<file path="src/rtl/sas_pkg.sv">
// Shared types, widths, codes and defaults of the sprite animation sequencer.
package sas_pkg;

    // Field widths of the beats on the item, result and configuration channels.
    localparam int CMD_W    = 2;
    localparam int DELTA_W  = 16;
    localparam int ID_W     = 4;
    localparam int SLOT_W   = 4;
    localparam int TILE_W   = 12;
    localparam int DUR_W    = 16;
    localparam int COUNT_W  = 5;
    localparam int REP_W    = 8;
    localparam int COORD_W  = 24;
    localparam int FRAME_W  = 4;
    localparam int CFG_W    = 13;
    localparam int CFG_IDX_W = 2;

    // Width of the shared divider.
    localparam int DIV_W = 13;

    // Parameter defaults.
    localparam int NUM_ANIMS_DEF  = 8;
    localparam int MAX_FRAMES_DEF = 16;

    // Item commands.
    localparam logic [CMD_W-1:0] CMD_TICK    = 2'd0;
    localparam logic [CMD_W-1:0] CMD_FRAME   = 2'd1;
    localparam logic [CMD_W-1:0] CMD_ANIM    = 2'd2;
    localparam logic [CMD_W-1:0] CMD_REQUEST = 2'd3;

    // Configuration register indexes.
    localparam logic [CFG_IDX_W-1:0] CFG_TEXTURE_WIDTH = 2'd0;
    localparam logic [CFG_IDX_W-1:0] CFG_CELL_WIDTH    = 2'd1;
    localparam logic [CFG_IDX_W-1:0] CFG_CELL_HEIGHT   = 2'd2;

    // Configuration reset values.
    localparam logic [CFG_W-1:0] TEXTURE_WIDTH_RST = 13'd256;
    localparam logic [CFG_W-1:0] CELL_WIDTH_RST    = 13'd32;
    localparam logic [CFG_W-1:0] CELL_HEIGHT_RST   = 13'd32;

    typedef struct packed {
        logic [CMD_W-1:0]   cmd;
        logic [DELTA_W-1:0] delta;
        logic [ID_W-1:0]    anim_id;
        logic [SLOT_W-1:0]  frame_slot;
        logic [TILE_W-1:0]  tile_index;
        logic [DUR_W-1:0]   duration;
        logic [COUNT_W-1:0] frame_count;
        logic [REP_W-1:0]   repeats;
        logic [ID_W-1:0]    next_anim;
        logic               allow_interrupt;
    } item_t;

    typedef struct packed {
        logic [COORD_W-1:0] src_x;
        logic [COORD_W-1:0] src_y;
        logic               active;
        logic [ID_W-1:0]    current_anim;
        logic [FRAME_W-1:0] current_frame;
    } result_t;

    // One entry of the frame table.
    typedef struct packed {
        logic [TILE_W-1:0] tile;
        logic [DUR_W-1:0]  duration;
    } frame_entry_t;

    // Request to and response from the shared divider.
    typedef struct packed {
        logic             start;
        logic [DIV_W-1:0] dividend;
        logic [DIV_W-1:0] divisor;
    } div_req_t;

    typedef struct packed {
        logic             done;
        logic [DIV_W-1:0] quotient;
        logic [DIV_W-1:0] remainder;
    } div_rsp_t;

endpackage

</file>
<file path="src/rtl/sas_ram.sv">
// Generic single-write, single-read RAM with a registered read port.
module sas_ram #(
    parameter int WIDTH = 8,
    parameter int DEPTH = 16,
    localparam int AW = (DEPTH > 1) ? $clog2(DEPTH) : 1
) (
    input  logic             clk,
    input  logic             wr_en,
    input  logic [AW-1:0]    wr_addr,
    input  logic [WIDTH-1:0] wr_data,
    input  logic [AW-1:0]    rd_addr,
    output logic [WIDTH-1:0] rd_data
);

    logic [WIDTH-1:0] mem_reg [DEPTH];
    logic [WIDTH-1:0] rd_data_reg;

    always_ff @(posedge clk)
    begin
        if (wr_en)
        begin
            mem_reg[wr_addr] <= wr_data;
        end
        rd_data_reg <= mem_reg[rd_addr];
    end

    assign rd_data = rd_data_reg;

endmodule

</file>
<file path="src/rtl/sas_div.sv">
// Iterative restoring divider, one quotient bit per cycle, shared by all divisions.
module sas_div (
    input  logic              clk,
    input  logic              rst_n,
    input  sas_pkg::div_req_t req,
    output sas_pkg::div_rsp_t rsp
);

    localparam int W     = sas_pkg::DIV_W;
    localparam int CNT_W = $clog2(W + 1);

    logic [W-1:0]     rem_reg;
    logic [W-1:0]     quo_reg;
    logic [W-1:0]     dvs_reg;
    logic [CNT_W-1:0] cnt_reg;
    logic             busy_reg;
    logic             done_reg;

    logic [W:0]   shifted;
    logic [W+1:0] trial;
    logic         fits;

    // Shift the next dividend bit into the partial remainder and try a subtract.
    assign shifted = {rem_reg, quo_reg[W-1]};
    assign trial   = {1'b0, shifted} - {2'b00, dvs_reg};
    assign fits    = ~trial[W+1];

    always_ff @(posedge clk or negedge rst_n)
    begin
        if (!rst_n)
        begin
            busy_reg <= 1'b0;
            done_reg <= 1'b0;
            cnt_reg  <= '0;
        end
        else
        begin
            done_reg <= 1'b0;
            if (req.start)
            begin
                busy_reg <= 1'b1;
                cnt_reg  <= CNT_W'(W);
            end
            else if (busy_reg)
            begin
                cnt_reg <= cnt_reg - CNT_W'(1);
                if (cnt_reg == CNT_W'(1))
                begin
                    busy_reg <= 1'b0;
                    done_reg <= 1'b1;
                end
            end
        end
    end

    always_ff @(posedge clk)
    begin
        if (req.start)
        begin
            rem_reg <= '0;
            quo_reg <= req.dividend;
            dvs_reg <= req.divisor;
        end
        else if (busy_reg)
        begin
            rem_reg <= fits ? trial[W-1:0] : shifted[W-1:0];
            quo_reg <= {quo_reg[W-2:0], fits};
        end
    end

    assign rsp.done      = done_reg;
    assign rsp.quotient  = quo_reg;
    assign rsp.remainder = rem_reg;

endmodule

</file>
<file path="src/rtl/sprite_animation_sequencer.sv">
// Top level of the sprite animation sequencer: command decode, playback sequencer, tile math.
//
//  Channel  Signals                                   Beat contents
//  -------  ----------------------------------------  -----------------------------------
//  item     item_valid, item_ready, item              command, timing and table fields
//  result   result_valid, result_ready, result        sheet source x/y and playback state
//  cfg      cfg_valid, cfg_ready, cfg_index, cfg_data texture width, cell width/height
//
// Write and request commands finish in the cycle they are accepted; their result beat is
// registered at that edge. A tick walks a small sequencer over the two table memories.
// When a frame is loaded the shared 13-bit divider splits the tile into column and row
// and one multiplier scales both; after a configuration write the first load also
// recomputes the column count with the same divider.
// Reset clears the animation table valid bits and all playback state at once; the frame
// table holds whatever it held until written. A result beat waits in its output register
// while result_ready is low, and no new item is taken until that register can be refilled.
module sprite_animation_sequencer #(
    parameter int NUM_ANIMS  = sas_pkg::NUM_ANIMS_DEF,
    parameter int MAX_FRAMES = sas_pkg::MAX_FRAMES_DEF
) (
    input  logic                               clk,
    input  logic                               rst_n,
    input  logic                               item_valid,
    output logic                               item_ready,
    input  sas_pkg::item_t                     item,
    output logic                               result_valid,
    input  logic                               result_ready,
    output sas_pkg::result_t                   result,
    input  logic                               cfg_valid,
    output logic                               cfg_ready,
    input  logic [sas_pkg::CFG_IDX_W-1:0]      cfg_index,
    input  logic [sas_pkg::CFG_W-1:0]          cfg_data
);

    // Animation address bits, animation index bits (room for the "none" code),
    // frame position bits and frame count bits.
    localparam int AAW    = (NUM_ANIMS > 1) ? $clog2(NUM_ANIMS) : 1;
    localparam int AIW    = $clog2(NUM_ANIMS + 1);
    localparam int FW     = (MAX_FRAMES > 1) ? $clog2(MAX_FRAMES) : 1;
    localparam int CW     = $clog2(MAX_FRAMES + 1);
    localparam int RW     = sas_pkg::REP_W;
    localparam int AEW    = CW + RW + AIW + 1;
    localparam int FAW    = AAW + FW;
    localparam int FDEPTH = 1 << FAW;
    localparam int TW     = sas_pkg::TILE_W;
    localparam int DW     = sas_pkg::DUR_W;
    localparam int XW     = sas_pkg::COORD_W;
    localparam int MW     = TW + sas_pkg::CFG_W;

    localparam logic [AIW-1:0] ANIM_NONE = AIW'(NUM_ANIMS);

    typedef enum logic [13:0] {
        ST_IDLE    = 14'b00000000000001,
        ST_PLAY_RD = 14'b00000000000010,
        ST_PEND_RD = 14'b00000000000100,
        ST_SWITCH  = 14'b00000000001000,
        ST_ENT     = 14'b00000000010000,
        ST_ADV     = 14'b00000000100000,
        ST_LOAD_RD = 14'b00000001000000,
        ST_LOAD    = 14'b00000010000000,
        ST_SRC     = 14'b00000100000000,
        ST_COLS    = 14'b00001000000000,
        ST_TDIV    = 14'b00010000000000,
        ST_MULX    = 14'b00100000000000,
        ST_MULY    = 14'b01000000000000,
        ST_FINISH  = 14'b10000000000000
    } state_t;

    state_t state_reg, state_next;

    // Configuration registers.
    logic [sas_pkg::CFG_W-1:0] tex_w_reg, cell_w_reg, cell_h_reg;

    // Playback state.
    logic [AIW-1:0] playing_reg, playing_next;
    logic [AIW-1:0] pending_reg, pending_next;
    logic [FW-1:0]  frame_pos_reg, frame_pos_next;
    logic [RW-1:0]  loop_reg, loop_next;
    logic [DW-1:0]  time_left_reg, time_left_next;
    logic [XW-1:0]  src_x_reg, src_x_next;
    logic [XW-1:0]  src_y_reg, src_y_next;

    // Working registers of one tick.
    logic [sas_pkg::DELTA_W-1:0] delta_reg, delta_next;
    logic                        eligible_reg, eligible_next;
    logic                        switched_reg, switched_next;
    logic [AIW-1:0]              load_anim_reg, load_anim_next;
    logic [TW-1:0]               tile_reg, tile_next;

    // Cached column count of the sheet; a configuration write invalidates it.
    logic [sas_pkg::DIV_W-1:0] cols_reg, cols_next;
    logic                      cols_ok_reg, cols_ok_next;

    // Result output register.
    logic             result_valid_reg, result_valid_next;
    sas_pkg::result_t result_reg;
    logic             result_load;

    logic item_accept;
    logic id_ok;
    logic next_ok;

    // Animation table: a RAM plus one valid bit per entry; an invalid entry reads as zero.
    logic [NUM_ANIMS-1:0] anim_valid_reg;
    logic                 anim_wr_en;
    logic [AEW-1:0]       anim_wr_data;
    logic [AIW-1:0]       anim_rd_sel;
    logic [AEW-1:0]       anim_rd_data;
    logic                 anim_vld_rd_reg;
    logic [CW-1:0]        ent_count;
    logic [RW-1:0]        ent_repeats;
    logic [AIW-1:0]       ent_next;
    logic                 ent_intr;
    logic [CW-1:0]        wr_count;

    // Frame table.
    logic                  frame_wr_en;
    logic [FAW-1:0]        frame_rd_addr;
    sas_pkg::frame_entry_t frame_wr_data;
    sas_pkg::frame_entry_t frame_rd_data;

    // Shared divider and multiplier.
    sas_pkg::div_req_t div_req;
    sas_pkg::div_rsp_t div_rsp;
    logic [TW-1:0]             mul_a;
    logic [sas_pkg::CFG_W-1:0] mul_b;
    logic [MW-1:0]             mul_p;

    // Frame time countdown.
    logic [DW-1:0] tl_cur;
    logic [DW:0]   tl_diff;
    logic          tl_alive;

    //--------------------------------------------------------------------------
    // Handshakes.
    //--------------------------------------------------------------------------
    assign cfg_ready   = 1'b1;
    assign item_ready  = (state_reg == ST_IDLE) && (!result_valid_reg || result_ready);
    assign item_accept = item_valid && item_ready;

    // Non-tick commands answer right away; a tick answers from its last state.
    assign result_load = (item_accept && (item.cmd != sas_pkg::CMD_TICK)) ||
                         ((state_reg == ST_FINISH) && (!result_valid_reg || result_ready));

    assign id_ok   = int'(item.anim_id) < NUM_ANIMS;
    assign next_ok = int'(item.next_anim) < NUM_ANIMS;

    //--------------------------------------------------------------------------
    // Table writes come straight from an accepted item beat.
    //--------------------------------------------------------------------------
    assign frame_wr_en = item_accept && (item.cmd == sas_pkg::CMD_FRAME) && id_ok &&
                         (int'(item.frame_slot) < MAX_FRAMES);
    assign frame_wr_data.tile     = item.tile_index;
    assign frame_wr_data.duration = item.duration;

    assign anim_wr_en = item_accept && (item.cmd == sas_pkg::CMD_ANIM) && id_ok;
    assign wr_count   = (int'(item.frame_count) > MAX_FRAMES) ? CW'(MAX_FRAMES)
                                                             : CW'(item.frame_count);
    assign anim_wr_data = {wr_count, item.repeats,
                           next_ok ? AIW'(item.next_anim) : ANIM_NONE,
                           item.allow_interrupt};

    // The pending animation is read only while deciding whether to switch to it.
    assign anim_rd_sel = (state_reg == ST_PEND_RD) ? pending_reg : playing_reg;

    assign frame_rd_addr = (state_reg == ST_LOAD_RD) ? {load_anim_reg[AAW-1:0], frame_pos_reg}
                                                     : {playing_reg[AAW-1:0], frame_pos_reg};

    sas_ram #(
        .WIDTH (AEW),
        .DEPTH (NUM_ANIMS)
    ) u_anim_ram (
        .clk     (clk),
        .wr_en   (anim_wr_en),
        .wr_addr (AAW'(item.anim_id)),
        .wr_data (anim_wr_data),
        .rd_addr (anim_rd_sel[AAW-1:0]),
        .rd_data (anim_rd_data)
    );

    sas_ram #(
        .WIDTH ($bits(sas_pkg::frame_entry_t)),
        .DEPTH (FDEPTH)
    ) u_frame_ram (
        .clk     (clk),
        .wr_en   (frame_wr_en),
        .wr_addr ({AAW'(item.anim_id), FW'(item.frame_slot)}),
        .wr_data (frame_wr_data),
        .rd_addr (frame_rd_addr),
        .rd_data (frame_rd_data)
    );

    // Entry fields, forced to the cleared value when the entry was never written.
    assign ent_intr    = anim_vld_rd_reg & anim_rd_data[0];
    assign ent_next    = anim_vld_rd_reg ? anim_rd_data[AIW:1] : '0;
    assign ent_repeats = anim_vld_rd_reg ? anim_rd_data[AIW+RW:AIW+1] : '0;
    assign ent_count   = anim_vld_rd_reg ? anim_rd_data[AEW-1:AIW+RW+1] : '0;

    //--------------------------------------------------------------------------
    // Shared arithmetic.
    //--------------------------------------------------------------------------
    // With the column count cached the divider splits the tile; otherwise it first
    // divides the texture width by the cell width.
    assign div_req.start    = (state_reg == ST_SRC);
    assign div_req.dividend = cols_ok_reg ? sas_pkg::DIV_W'(tile_reg) : tex_w_reg;
    assign div_req.divisor  = cols_ok_reg ? cols_reg : cell_w_reg;

    sas_div u_div (
        .clk   (clk),
        .rst_n (rst_n),
        .req   (div_req),
        .rsp   (div_rsp)
    );

    // One multiplier scales the column by the cell width, then the row by the cell height.
    assign mul_a = (state_reg == ST_MULX) ? div_rsp.remainder[TW-1:0]
                                          : div_rsp.quotient[TW-1:0];
    assign mul_b = (state_reg == ST_MULX) ? cell_w_reg : cell_h_reg;
    assign mul_p = MW'(mul_a) * MW'(mul_b);

    // A freshly switched animation counts from its first frame's time.
    assign tl_cur   = switched_reg ? frame_rd_data.duration : time_left_reg;
    assign tl_diff  = {1'b0, tl_cur} - {1'b0, delta_reg};
    assign tl_alive = !tl_diff[DW] && (tl_diff[DW-1:0] != '0);

    //--------------------------------------------------------------------------
    // Sequencer.
    //--------------------------------------------------------------------------
    always_comb
    begin
        state_next     = state_reg;
        playing_next   = playing_reg;
        pending_next   = pending_reg;
        frame_pos_next = frame_pos_reg;
        loop_next      = loop_reg;
        time_left_next = time_left_reg;
        src_x_next     = src_x_reg;
        src_y_next     = src_y_reg;
        delta_next     = delta_reg;
        eligible_next  = eligible_reg;
        switched_next  = switched_reg;
        load_anim_next = load_anim_reg;
        tile_next      = tile_reg;
        cols_next      = cols_reg;
        cols_ok_next   = cols_ok_reg;

        case (state_reg)
            ST_IDLE:
            begin
                if (item_accept)
                begin
                    if (item.cmd == sas_pkg::CMD_TICK)
                    begin
                        delta_next    = item.delta;
                        switched_next = 1'b0;
                        state_next    = ST_PLAY_RD;
                    end
                    else if (item.cmd == sas_pkg::CMD_REQUEST)
                    begin
                        pending_next = id_ok ? AIW'(item.anim_id) : ANIM_NONE;
                    end
                end
            end
            ST_PLAY_RD:
            begin
                state_next = ST_PEND_RD;
            end
            ST_PEND_RD:
            begin
                // A request is taken up when idle, when interruption is allowed, or at
                // the first frame.
                eligible_next = (playing_reg == ANIM_NONE) || ent_intr ||
                                (frame_pos_reg == '0);
                state_next    = ST_SWITCH;
            end
            ST_SWITCH:
            begin
                if (eligible_reg)
                begin
                    if ((pending_reg != ANIM_NONE) && (ent_count != '0))
                    begin
                        playing_next   = pending_reg;
                        frame_pos_next = '0;
                        loop_next      = '0;
                        switched_next  = 1'b1;
                    end
                    pending_next = ANIM_NONE;
                end
                state_next = ST_ENT;
            end
            ST_ENT:
            begin
                state_next = (playing_reg == ANIM_NONE) ? ST_FINISH : ST_ADV;
            end
            ST_ADV:
            begin
                if (tl_alive)
                begin
                    time_left_next = tl_diff[DW-1:0];
                    if (switched_reg)
                    begin
                        tile_next  = frame_rd_data.tile;
                        state_next = ST_SRC;
                    end
                    else
                    begin
                        state_next = ST_FINISH;
                    end
                end
                else
                begin
                    load_anim_next = playing_reg;
                    if ((CW'(frame_pos_reg) + CW'(1)) < ent_count)
                    begin
                        frame_pos_next = frame_pos_reg + FW'(1);
                    end
                    else
                    begin
                        // End of a loop: wrap, count the loop, or stop and chain.
                        frame_pos_next = '0;
                        if (loop_reg < ent_repeats)
                        begin
                            loop_next = loop_reg + RW'(1);
                        end
                        else if (ent_repeats != '0)
                        begin
                            if (pending_reg == ANIM_NONE)
                            begin
                                pending_next = ent_next;
                            end
                            playing_next = ANIM_NONE;
                            loop_next    = '0;
                        end
                    end
                    state_next = ST_LOAD_RD;
                end
            end
            ST_LOAD_RD:
            begin
                state_next = ST_LOAD;
            end
            ST_LOAD:
            begin
                time_left_next = frame_rd_data.duration;
                tile_next      = frame_rd_data.tile;
                state_next     = ST_SRC;
            end
            ST_SRC:
            begin
                state_next = cols_ok_reg ? ST_TDIV : ST_COLS;
            end
            ST_COLS:
            begin
                if (div_rsp.done)
                begin
                    // A zero cell width or a sheet narrower than a cell gives one column.
                    if ((cell_w_reg == '0) || (div_rsp.quotient == '0))
                    begin
                        cols_next = sas_pkg::DIV_W'(1);
                    end
                    else
                    begin
                        cols_next = div_rsp.quotient;
                    end
                    cols_ok_next = 1'b1;
                    state_next   = ST_SRC;
                end
            end
            ST_TDIV:
            begin
                if (div_rsp.done)
                begin
                    state_next = ST_MULX;
                end
            end
            ST_MULX:
            begin
                src_x_next = mul_p[XW-1:0];
                state_next = ST_MULY;
            end
            ST_MULY:
            begin
                src_y_next = mul_p[XW-1:0];
                state_next = ST_FINISH;
            end
            ST_FINISH:
            begin
                if (!result_valid_reg || result_ready)
                begin
                    state_next = ST_IDLE;
                end
            end
            default:
            begin
                state_next = ST_IDLE;
            end
        endcase

        if (cfg_valid)
        begin
            cols_ok_next = 1'b0;
        end
    end

    always_comb
    begin
        if (result_load)
        begin
            result_valid_next = 1'b1;
        end
        else if (result_ready)
        begin
            result_valid_next = 1'b0;
        end
        else
        begin
            result_valid_next = result_valid_reg;
        end
    end

    //--------------------------------------------------------------------------
    // Registers.
    //--------------------------------------------------------------------------
    always_ff @(posedge clk or negedge rst_n)
    begin
        if (!rst_n)
        begin
            state_reg        <= ST_IDLE;
            tex_w_reg        <= sas_pkg::TEXTURE_WIDTH_RST;
            cell_w_reg       <= sas_pkg::CELL_WIDTH_RST;
            cell_h_reg       <= sas_pkg::CELL_HEIGHT_RST;
            playing_reg      <= ANIM_NONE;
            pending_reg      <= ANIM_NONE;
            frame_pos_reg    <= '0;
            loop_reg         <= '0;
            time_left_reg    <= '0;
            src_x_reg        <= '0;
            src_y_reg        <= '0;
            eligible_reg     <= 1'b0;
            switched_reg     <= 1'b0;
            cols_ok_reg      <= 1'b0;
            anim_valid_reg   <= '0;
            result_valid_reg <= 1'b0;
        end
        else
        begin
            state_reg        <= state_next;
            playing_reg      <= playing_next;
            pending_reg      <= pending_next;
            frame_pos_reg    <= frame_pos_next;
            loop_reg         <= loop_next;
            time_left_reg    <= time_left_next;
            src_x_reg        <= src_x_next;
            src_y_reg        <= src_y_next;
            eligible_reg     <= eligible_next;
            switched_reg     <= switched_next;
            cols_ok_reg      <= cols_ok_next;
            result_valid_reg <= result_valid_next;
            if (anim_wr_en)
            begin
                anim_valid_reg[AAW'(item.anim_id)] <= 1'b1;
            end
            if (cfg_valid)
            begin
                case (cfg_index)
                    sas_pkg::CFG_TEXTURE_WIDTH: tex_w_reg  <= cfg_data;
                    sas_pkg::CFG_CELL_WIDTH:    cell_w_reg <= cfg_data;
                    sas_pkg::CFG_CELL_HEIGHT:   cell_h_reg <= cfg_data;
                    default:                    tex_w_reg  <= tex_w_reg;
                endcase
            end
        end
    end

    // Working values that need no reset.
    always_ff @(posedge clk)
    begin
        delta_reg       <= delta_next;
        load_anim_reg   <= load_anim_next;
        tile_reg        <= tile_next;
        cols_reg        <= cols_next;
        anim_vld_rd_reg <= (anim_rd_sel != ANIM_NONE) && anim_valid_reg[anim_rd_sel[AAW-1:0]];
        if (result_load)
        begin
            result_reg.src_x         <= src_x_reg;
            result_reg.src_y         <= src_y_reg;
            result_reg.active        <= (playing_reg != ANIM_NONE);
            result_reg.current_anim  <= sas_pkg::ID_W'(playing_reg);
            result_reg.current_frame <= sas_pkg::FRAME_W'(frame_pos_reg);
        end
    end

    assign result_valid = result_valid_reg;
    assign result       = result_reg;

`ifndef SYNTHESIS
    a_playing_range: assert property (@(posedge clk) disable iff (!rst_n)
        playing_reg <= ANIM_NONE)
        else $error("playing animation index beyond the none code");

    a_pending_range: assert property (@(posedge clk) disable iff (!rst_n)
        pending_reg <= ANIM_NONE)
        else $error("pending animation index beyond the none code");

    a_pos_range: assert property (@(posedge clk) disable iff (!rst_n)
        int'(frame_pos_reg) < MAX_FRAMES)
        else $error("frame position beyond the frame table row");

    a_div_done_wait: assert property (@(posedge clk) disable iff (!rst_n)
        div_rsp.done |-> (state_reg == ST_COLS || state_reg == ST_TDIV))
        else $error("divider finished while the sequencer was not waiting for it");

    a_finish_result: assert property (@(posedge clk) disable iff (!rst_n)
        (state_reg == ST_FINISH) && !result_valid_reg |=>
            (state_reg == ST_IDLE) && result_valid_reg)
        else $error("finished tick did not produce its result beat");
`endif

endmodule
</file>
<file path="config.mk">
export PLATFORM = sky130hd
export DESIGN_NAME = sprite_animation_sequencer
export DESIGN_NICKNAME = d
export VERILOG_FILES = /design/src/rtl/sas_pkg.sv /design/src/rtl/sas_ram.sv /design/src/rtl/sas_div.sv /design/src/rtl/sprite_animation_sequencer.sv
export SDC_FILE = /design/constraint.sdc
export NUM_CORES = 2
export LEC_CHECK = 0
export BUFFER_PORTS_ARGS = -buffer_cell sky130_fd_sc_hd__buf_4
export CORE_ASPECT_RATIO = 1.4
export CORE_MARGIN = 8
export CORE_UTILIZATION = 40
export CTS_CLUSTER_SIZE = 40
export DETAILED_ROUTE_END_ITERATION = 10
export PLACE_DENSITY = 0.53
export SYNTH_ARGS = -nofsm -noshare
export SYNTH_HDL_FRONTEND = slang
export SYNTH_SLANG_ARGS = --single-unit
export TNS_END_PERCENT = 50
</file>
<file path="constraint.sdc">
create_clock -name clk -period 8.6 [get_ports clk]
set_input_delay 0.43 -clock clk [delete_from_list [all_inputs] [get_ports clk]]
set_output_delay 0.43 -clock clk [all_outputs]
set_load 0.005 [all_outputs]
</file>
==> results.ini <==
[timing]
tightestPinTransition_ns = 1.227
slew_violations = 0
worst_hold_slack_ns = 0.06107
setup_ws_ns = 0.6159
fin_setup_tns_ns = 0
hold_viol = 0
max_freq_mhz = 125.2
fin_skew_ns = 0.05463
post-route-period-util_pct = 92.84
setup_violations = 0
rsz0062_at_grt = no
period_minus_slack_ns = 7.984
maxSlewHeadroom_pct = 16.42

[place]
routabilityCongestion = 0.7984
dpl.hpwl_um = 253100
port_buffers = 150
place_ws_ns = 0.4737
placedCellCount = 13040

[detailed_routing]
vias = 78860
drc = 0
drt-initial-drc-count = 7404
vias_per_cell = 5.691
totalWireLength_um = 440700
wl_per_cell_um = 31.81
ant_nets = 0
firstDrtPassIters = 5

[setup_path]
arrival_ns = 8.78
worstSetupPathType = flip-flop to flip-flop
max_stage_delay_ns = 0.59
ff2ff_path_depth = 25
worstSetupStartpointType = flip-flop
path_max_fanout = 42
crit_cells = 25
critPathSlowestCell = mux2i_1
cpMostUsedCell = fa_1
cp.required_ns = 9.40
critPathTopFamily = adder cells
crit_path_end_kind = flip-flop
timing.critical_path.buf_inv = 5

[cells_and_area]
nFillCells = 33760
synthToLayoutAreaGrowth_pct = 14.17
largest_reg_flops = 3584
postLayoutCoreUtil_pct = 45.86
fin_cells = 13860
layout.nets = 8527
final_layout_size_suffix_gt1_share_pct = 28.23

[synth]
synthDistinctLibCells = 77
ys_top_cells_by_area = edfxtp_1 71%, mux4_2 16%, dfrtp_1 2.3%
ys_warn_count = 0
ys_async_sr_fraction_pct = 3.808
synth_commonest_cells = 3855 x edfxtp_1, 1158 x mux4_2, 591 x nand2_1
synth_top_flop_cell = edfxtp_1
ys_seq_area_share_pct = 74.59
synth_cells = 7718
yosysTopAreaCell = edfxtp_1
syn_area_um2 = 162000
synth_edf_count = 3855
syn_avg_cell_area_um2 = 20.99
yosys_register_bits = 4070
synth.net_count = 8026
yosysMostFrequentCell = edfxtp_1
synth.top_cell.area_share_pct = 71.45

[pwr]
seqPwrFrac_pct = 50.8
combPwrFrac_pct = 9.8
internal_power_w = 0.03293
leakage_nw = 58.30
cellPowerDensity_nw_per_um2 = 233.7
ir_worst_vdd_mv = 0.3902
switchingPower_w = 0.01030
p_clk_share_pct = 39.4
swShare_pct = 23.82

[grt]
overflow = 0
grt_pass1_wl_um = 627000
grt_usage_pct = 20.32
grt_busiest_layer = met2
use_met1_pct = 26.01
grt_pass1_vias = 83380
antenna_found_initial = 32
grtUsageMet3_pct = 2.697
use_met2_pct = 36.22
grt_max_degree = 125

[floorplan]
die_y_um = 769.0
die_x_um = 553.9
fp.coreArea_um2 = 403300
rows = 276
initial_utilization_pct = 40.17
dieArea_um2 = 425900
io_pins = 152

[clock_network]
cts_tree = built
root_buffer = clkbuf_16
cts.sinks = 4070
cts_max_level = 5
clkTransAtPathRegs_ns = 0.07
cts_buffers = 390
clock_path_buffers = 4
postCtsSetupRepairBufs = 0
clk_latency_ns = 0.95

[outcome]
status = finished, final reports clean

[job]
drv_cap = 0

[hold_path]
hold_depth = 1
min-delay-path-class = input port to flip-flop

-- final cells by class --
cell class	count	area [um^2]	share of cell area [%]
repair buffers	476	4063	2.196
flip-flops and latches	4070	120900	65.34
inverters	202	762.0	0.4120
clock inverters	215	2097	1.134
multi-input cells	3079	40120	21.69
well taps	5282	6609	3.573
clock buffers	494	10360	5.599
diodes	38	95.09	0.05141
-- worst register-to-register path, cell delays in order (launching register included) --
cell	delay [ns]
dfrtp_1	0.46
nor3_1	0.43
nand2_1	0.17
or4_1	0.45
nand3b_1	0.28
buf_4	0.34
mux2i_1	0.64
nor2_1	0.15
fa_1	0.58
inv_1	0.07
fa_1	0.54
inv_1	0.05
fa_1	0.48
fa_1	0.50
inv_1	0.05
fa_1	0.47
inv_1	0.04
ha_1	0.21
or4_1	0.44
nor2_1	0.12
o21ai_0	0.19
a41oi_1	0.43
a211oi_1	0.15
nor3b_1	0.24
xnor2_1	0.11
mux2_2	0.28
-- layer usage --
| metal | vias to the layer above | routed length [um] |
|---|---|---|
| met4 | 14 | 13890 |
| met2 | 2351 | 230700 |
| li1 | 32570 | - |
| met3 | 595 | 22690 |
| met1 | 43330 | 173300 |
| met5 | - | 83 |
-- path summary, 6_finish.rpt --
check / start / to / slack [ns]
setup / recovery: state_reg[4] / src_x_reg[22] / 0.62
setup reg to reg: state_reg[4] / src_x_reg[22] / 0.62
min in group asynchronous: rst_n / playing_reg[1] / 0.56
hold / removal: item[38] / u_frame_ram.mem_reg[31][20] / 0.06
max in group asynchronous: rst_n / tex_w_reg[12] / 6.19
hold reg to reg: u_frame_ram.rd_data[20] / tile_reg[4] / 0.39
-- power groups by stage --
stage	clock network, W	registers (W)	logic, W
final	0.0170	0.0220	0.00424
after global routing	0.0181	0.0220	0.00478
after CTS	0.0174	0.0220	0.00434
after detailed placement	0	0.0224	0.00428
after global placement	0	0.0224	0.00427
after floorplan	0	0.0223	0.00266
-- through the flow --
step                instance area (um^2)  total power, W
floorplan                         162000         0.02499
global placement                  171700         0.02666
detailed placement                171700         0.02667
CTS                               184900         0.04372
global route                      184900         0.04482
finish                            185000         0.04323
-- layout by cell type, fill, tap and decap left out, types with 30 or more instances in the layout --
master and count:
edfxtp_1 3855, mux4_2 1158, nand2_1 585, clkbuf_16 395, buf_4 377, inv_1 201
nand3_1 177, dfrtp_1 145, nor2_4 131, nor2_1 118, mux2_2 111, fa_1 111
ha_1 105, o21ai_0 92, clkbuf_1 89, clkinv_1 79, dlygate4sd3_1 74, clkinv_2 67
dfxtp_1 60, a21oi_1 48, mux2i_1 44, diode_2 38, bufinv_16 33, and2_1 30
-- cells by family (layout without fill, tap and decap cells) --
kind of cell    count (synthesis)  after routing  synth area share (%)
fa+ha+maj                     216            216                 2.183
flops                        4070           4070                 74.59
compound gates                274            274                 1.120
mux                          1321           1321                 17.19
simple gates                 1225           1225                 3.345
other cells                     1             39              0.002315
xor+xnor                       42             42                0.2271
buf+inv                       569           1387                 1.338
-- repair_timing --
action / 4_1_cts / 5_1_grt
gates resized for setup: 0 / 1
setup endpoints to repair: 0 / 1
endpoints found under the hold margin: 709 / 0
hold buffers: 74 / 0
Power figures use the tool's default switching activity.
